<file path="src/rtl/htd_pkg.sv">
// ---------------------------------------------------------------------------
// htd_pkg: shared types and constants of the Huffman tree byte decoder
// Holds the beat types of the request and response channels, the internal
// command type passed from the front end to the back end, and the state enum.
// ---------------------------------------------------------------------------
package htd_pkg;

   localparam int NODE_COUNT  = 255;
   localparam int NODE_W      = 8;
   localparam int CHILD_W     = 9;
   localparam int SYMBOL_W    = 8;
   localparam int BYTE_W      = 8;
   localparam int BIT_IDX_W   = 3;
   localparam int LIMIT_W     = 32;
   localparam int QUEUE_DEPTH = 2;
   localparam int QPTR_W      = $clog2(QUEUE_DEPTH);
   localparam int QCNT_W      = $clog2(QUEUE_DEPTH + 1);

   localparam logic [NODE_W-1:0]    HEAD_NODE = 8'd254;
   localparam logic [NODE_W-1:0]    NULL_NODE = 8'd255;
   localparam logic [BIT_IDX_W-1:0] LAST_BIT  = 3'd7;

   localparam logic OP_WRITE  = 1'b0;
   localparam logic OP_DECODE = 1'b1;

   typedef struct packed {
      logic                op;
      logic [NODE_W-1:0]   node_index;
      logic [CHILD_W-1:0]  child_zero;
      logic [CHILD_W-1:0]  child_one;
      logic [BYTE_W-1:0]   code_byte;
      logic                final_byte;
   } req_type;

   typedef struct packed {
      logic [SYMBOL_W-1:0] symbol;
      logic                last_of_byte;
      logic                limit_reached;
   } rsp_type;

   typedef enum logic [1:0] {
      CMD_WRITE,
      CMD_DECODE,
      CMD_SKIP
   } cmd_kind_type;

   typedef struct packed {
      cmd_kind_type        kind;
      logic [NODE_W-1:0]   node_index;
      logic [CHILD_W-1:0]  child_zero;
      logic [CHILD_W-1:0]  child_one;
      logic [BYTE_W-1:0]   code_byte;
      logic                final_byte;
   } cmd_type;

   typedef struct packed {
      logic    valid;
      cmd_type cmd;
   } cmd_link_type;

   typedef enum logic [1:0] {
      ST_IDLE,
      ST_WALK,
      ST_DONE
   } state_type;

endpackage

</file>
<file path="src/rtl/htd_front.sv">
// ---------------------------------------------------------------------------
// htd_front: request intake and command queue
// Accepts request beats, classifies them into node writes, decode commands
// or ignored writes, and holds them in a short queue for the back end.
// ---------------------------------------------------------------------------
module htd_front (
   input  logic                  clock,
   input  logic                  reset,
   input  logic                  req_valid,
   output logic                  req_stall,
   input  htd_pkg::req_type      req_data,
   output htd_pkg::cmd_link_type cmd_link,
   input  logic                  cmd_pop
);

   htd_pkg::cmd_type                q_ff [htd_pkg::QUEUE_DEPTH];
   logic [htd_pkg::QPTR_W-1:0]      wr_ptr_ff, wr_ptr_in;
   logic [htd_pkg::QPTR_W-1:0]      rd_ptr_ff, rd_ptr_in;
   logic [htd_pkg::QCNT_W-1:0]      cnt_ff, cnt_in;
   logic                            push;
   htd_pkg::cmd_type                cmd_new;

   assign req_stall = (cnt_ff == htd_pkg::QCNT_W'(htd_pkg::QUEUE_DEPTH));
   assign push      = req_valid && !req_stall;

   always_comb begin
      cmd_new.node_index = req_data.node_index;
      cmd_new.child_zero = req_data.child_zero;
      cmd_new.child_one  = req_data.child_one;
      cmd_new.code_byte  = req_data.code_byte;
      cmd_new.final_byte = req_data.final_byte;
      if (req_data.op == htd_pkg::OP_DECODE) begin
         cmd_new.kind = htd_pkg::CMD_DECODE;
      end else if (req_data.node_index == htd_pkg::NULL_NODE) begin
         cmd_new.kind = htd_pkg::CMD_SKIP;
      end else begin
         cmd_new.kind = htd_pkg::CMD_WRITE;
      end
   end

   always_comb begin
      wr_ptr_in = wr_ptr_ff;
      rd_ptr_in = rd_ptr_ff;
      cnt_in    = cnt_ff;
      if (push) begin
         wr_ptr_in = (wr_ptr_ff == htd_pkg::QPTR_W'(htd_pkg::QUEUE_DEPTH - 1)) ?
                     '0 : wr_ptr_ff + 1'b1;
      end
      if (cmd_pop) begin
         rd_ptr_in = (rd_ptr_ff == htd_pkg::QPTR_W'(htd_pkg::QUEUE_DEPTH - 1)) ?
                     '0 : rd_ptr_ff + 1'b1;
      end
      if (push && !cmd_pop) begin
         cnt_in = cnt_ff + 1'b1;
      end else if (!push && cmd_pop) begin
         cnt_in = cnt_ff - 1'b1;
      end
   end

   always_ff @(posedge clock) begin
      if (reset) begin
         wr_ptr_ff <= '0;
         rd_ptr_ff <= '0;
         cnt_ff    <= '0;
      end else begin
         wr_ptr_ff <= wr_ptr_in;
         rd_ptr_ff <= rd_ptr_in;
         cnt_ff    <= cnt_in;
      end
   end

   always_ff @(posedge clock) begin
      if (push) begin
         q_ff[wr_ptr_ff] <= cmd_new;
      end
   end

   assign cmd_link.valid = (cnt_ff != '0);
   assign cmd_link.cmd   = q_ff[rd_ptr_ff];

endmodule

</file>
<file path="config.mk">
export PLATFORM = sky130hd
export DESIGN_NAME = htd_front
export DESIGN_NICKNAME = d
export VERILOG_FILES = /design/src/rtl/htd_pkg.sv /design/src/rtl/htd_front.sv
export SDC_FILE = /design/constraint.sdc
export NUM_CORES = 1
export LEC_CHECK = 0
export ABC_AREA = 1
export BUFFER_PORTS_ARGS = -buffer_cell sky130_fd_sc_hd__buf_2
export CAP_MARGIN = 20
export CORE_MARGIN = 1.5
export CORE_UTILIZATION = 40
export DETAILED_ROUTE_END_ITERATION = 16
export GPL_TIMING_DRIVEN = 0
export HOLD_SLACK_MARGIN = 0.08
export PLACE_DENSITY = 0.7
export SKIP_LAST_GASP = 1
export SYNTH_ARGS = -nofsm -noshare
export SYNTH_HDL_FRONTEND = slang
export SYNTH_SLANG_ARGS = --single-unit
</file>
<file path="constraint.sdc">
create_clock -name clock -period 7.9 [get_ports clock]
set_input_delay 1.58 -clock clock [delete_from_list [all_inputs] [get_ports clock]]
set_output_delay 1.58 -clock clock [all_outputs]
set_load 0.1 [all_outputs]
</file>
==> metrics.md <==
| Metric | Value |
|---|---|
| Synth top area share | `72.2%` |
| Max-slew headroom | `64.5%` |
| Power Density | `307 nW/µm²` |
| Core box area | `7370 µm²` |
| Total GRT Usage | `12.7%` |
| Net Count, Synth | `194` |
| Total gr overflow | `0` |
| Highest Clock Rate | `312 MHz` |
| Tcrit/Tclk final | `40.5%` |
| Crit-path max cell delay | `0.33 ns` |
| Post-synthesis mux area share | `17.2%` |
| Drt drc | `0` |
| Asr flop ratio synth | `0%` |
| Number of synthesized flops with an enable pin | `74` |
| RSZ-0062 raised after global routing | `false` |
| Critical path class | `reg -> out` |
| Die Ht | `90.7 µm` |
| Synth Register Bits | `79` |
| CTS H-tree depth | `3` |
| Synth Area in Compound Gates | `0.772%` |
| DRT antenna net count | `0` |
| Outcome | `complete, no violations` |
| CTS tree | `built` |
| Largest net degree at the start of global routing | `26` |
| Hold Fails Final Rpt | `0` |
| Row count | `31` |
| Worst setup EP type | `output port` |
| Final nets | `285` |
| Count of different cell masters after synthesis | `17` |
| Setup_tns | `0 ns` |
| RD Place Congestion | `0.698` |
| Synth Area in Adders | `0.406%` |
| Seq/Total Area, Yosys | `75.4%` |
| Flop2flop setup slack | `6.34 ns` |
| Primary FF master, synth | `edfxtp_1` |
| DR WL/cell | `14.3 µm` |
| Warnings, synthesis | `0` |
| Worst-case reg-to-reg path depth | `4` |
| CTS Buffer Depth | `2` |
| First-pass GRT wire length | `7.83 mm` |
| Largest area contributor in the synthesized netlist | `edfxtp_1` |
| CP arrival | `1.62 ns` |
| Worst-Margin Slew | `0.531 ns` |
| Critical-path cell list | `buf_6 -> buf_12 -> mux2_4 -> buf_2` |
| Synth Cell Area | `3080 µm²` |
| Die width | `90.7 µm` |
| Final setup violation count | `0` |
| CP endpoint | `cmd_link[34]` |
| Delay-heaviest family, CP | `buffers and inverters` |
| Layout Area Growth over Synthesis | `26.4%` |
| Initial DRC Count | `74` |
| Final Max Tran Viols | `0` |
| Synth Instances | `153` |
| Worst Setup Start Kind | `register` |
| CP max-delay cell | `dfxtp_1` |
| Synth Area in XOR/XNOR | `0.284%` |
| Fin crit period | `3.20 ns` |
| WL final | `4.98 mm` |
| Vias in the first global route | `1636` |
| Post-CTS Hold Buffers | `0` |
| Root Buffer | `clkbuf_8` |
| DP HPWL | `3.43 mm` |
| Share of cells above drive strength 1 | `56.2%` |
| Simple-gate area share of the yosys netlist | `2.52%` |
| Initial antenna violation count | `0` |
| Vias/cell | `4.63` |
| Worst vdd ir | `0.137 mV` |
| Post_cts resized | `0` |
| Count leader, synth | `edfxtp_1` |
| Port bufs | `78` |
| Antenna Diode Count | `0` |
| Via count | `1610` |
| Reg-to-Reg Start | `cnt_ff[1]$_SDFFE_PP0P_` |
| Crit path depth | `4` |
| Worst-path clk slew | `0.08 ns` |
| Synth Area per Inst | `20.1 µm²` |
| Io pins | `79` |
| Num CTS Buffers | `9` |
| Die Area | `8230 µm²` |
| P_leak | `0.00156 µW` |
| Max Cap Violations | `0` |
| Clk_skew | `0.00575 ns` |
| Pwr Total | `1190 µW` |
| Hold crit path type | `reg -> reg` |
| Post-CTS Setup Inserts | `0` |
| CP Max Fanout | `10` |
| Post-route cell area | `3890 µm²` |
| Dpl cell area | `3650 µm²` |
| Worst path bufs/invs | `3` |
| Starting Density | `41.8%` |
| DR pass1 iterations | `4` |
| Largest family of logic cells by synthesized area | `multiplexers` |
| Synth area leaders | `edfxtp_1, mux2_4, dfxtp_1` |
| Req. time, crit path | `6.32 ns` |
| R2R Path End | `q_ff[1][8]$_DFFE_PP_` |
| Clock Latency Late Sink | `0.34 ns` |
| CTS Sinks | `79` |
| Commonest cells in the netlist | `edfxtp_1, mux2_4, inv_1, nor2_1, mux2_2` |
layout make-up:
| type | count | area [µm²] |
|---|---|---|
| Fill cell | 625 | 3480 |
| Sequential cell | 79 | 2320 |
| Multi-Input combinational cell | 61 | 667 |
| Timing Repair Buffer | 80 | 430 |
| Clock buffer | 9 | 124 |
| Tap cell | 99 | 124 |
| Clock inverter | 7 | 120 |
| Buffer | 4 | 71.3 |
| Inverter | 9 | 33.8 |
logic make-up after synthesis:
group,count (synthesis)
multiplexers,37
XOR/XNOR,1
flip-flops,79
AND/OR/NAND/NOR,18
buffers and inverters,13
AO/OA/AOI/OAI,4
adder cells (fa/ha/maj),1
state kept, by name (all words and copies together) (netlist names), named ones only:
| register | cells |
|---|---|
| rd_ptr_ff | 1 |
| cnt_ff | 2 |
| wr_ptr_ff | 1 |
| q_ff | 74 |
how the worst min path moves through the flow:
stage | from | endpoint | slack [ns] | depth (start not counted)
2_1_floorplan | wr_ptr_ff$_SDFFE_PP0N_ | wr_ptr_ff$_SDFFE_PP0N_ | 0.48 | 2
3_3_place_gp | wr_ptr_ff$_SDFFE_PP0N_ | wr_ptr_ff$_SDFFE_PP0N_ | 0.48 | 2
3_5_place_dp | rd_ptr_ff$_SDFFE_PP0P_ | register | 0.52 | 2
4_1_cts | rd_ptr_ff$_SDFFE_PP0P_ | register | 0.54 | 2
5_1_grt | wr_ptr_ff$_SDFFE_PP0N_ | wr_ptr_ff$_SDFFE_PP0N_ | 0.59 | 2
6_report | rd_ptr_ff$_SDFFE_PP0P_ | rd_ptr_ff$_SDFFE_PP0P_ | 0.53 | 2
per-stage QoR:
stage | cells | hold WS [ns] | setup WS (ns) | utilization [%]
2_1_floorplan | 153 | 0.475 | 4.26 | -
3_3_place_gp | 330 | 0.484 | 3.26 | 48.8
3_5_place_dp | 332 | 0.521 | 5.05 | 49.5
4_1_cts | 348 | 0.544 | 4.66 | 52.8
5_1_grt | 348 | 0.594 | 4.63 | 52.8
6_report | 348 | 0.535 | 4.70 | 52.8
report_power, final:
part	switching, µW	leakage, µW	internal [µW]
logic	258	0.000701	76.0
clock network	142	0.000125	211
registers	9.38	0.000733	497
metal layers:
metal / GRT usage (%) / up-vias / part of all wire (%)
li1: - / 758 / -
met1: 14.5 / 789 / 41
met2: 22.2 / 56 / 52
met3: 4.38 / 7 / 5.9
met4: 4.37 / 0 / 0.76
met5: 0 / - / 0
tightest hold or removal path: cells and delay by family (launching register included):
family	cells	cell delay, ns
DFF	1	0.34
xor gates and xnor gates	1	0.09
and+or+nand+nor	1	0.08
cells in the final DEF (no fill, tap or decap), types with 5 or more instances in the layout:
master and n:
inv_1 9, nand2_1 5, mux2_2 7, mux2_4 30
dfxtp_1 5, nor2_1 6, buf_2 78, edfxtp_1 74
clkbuf_8 9, buf_12 5
(Power assumes the default switching activity.)
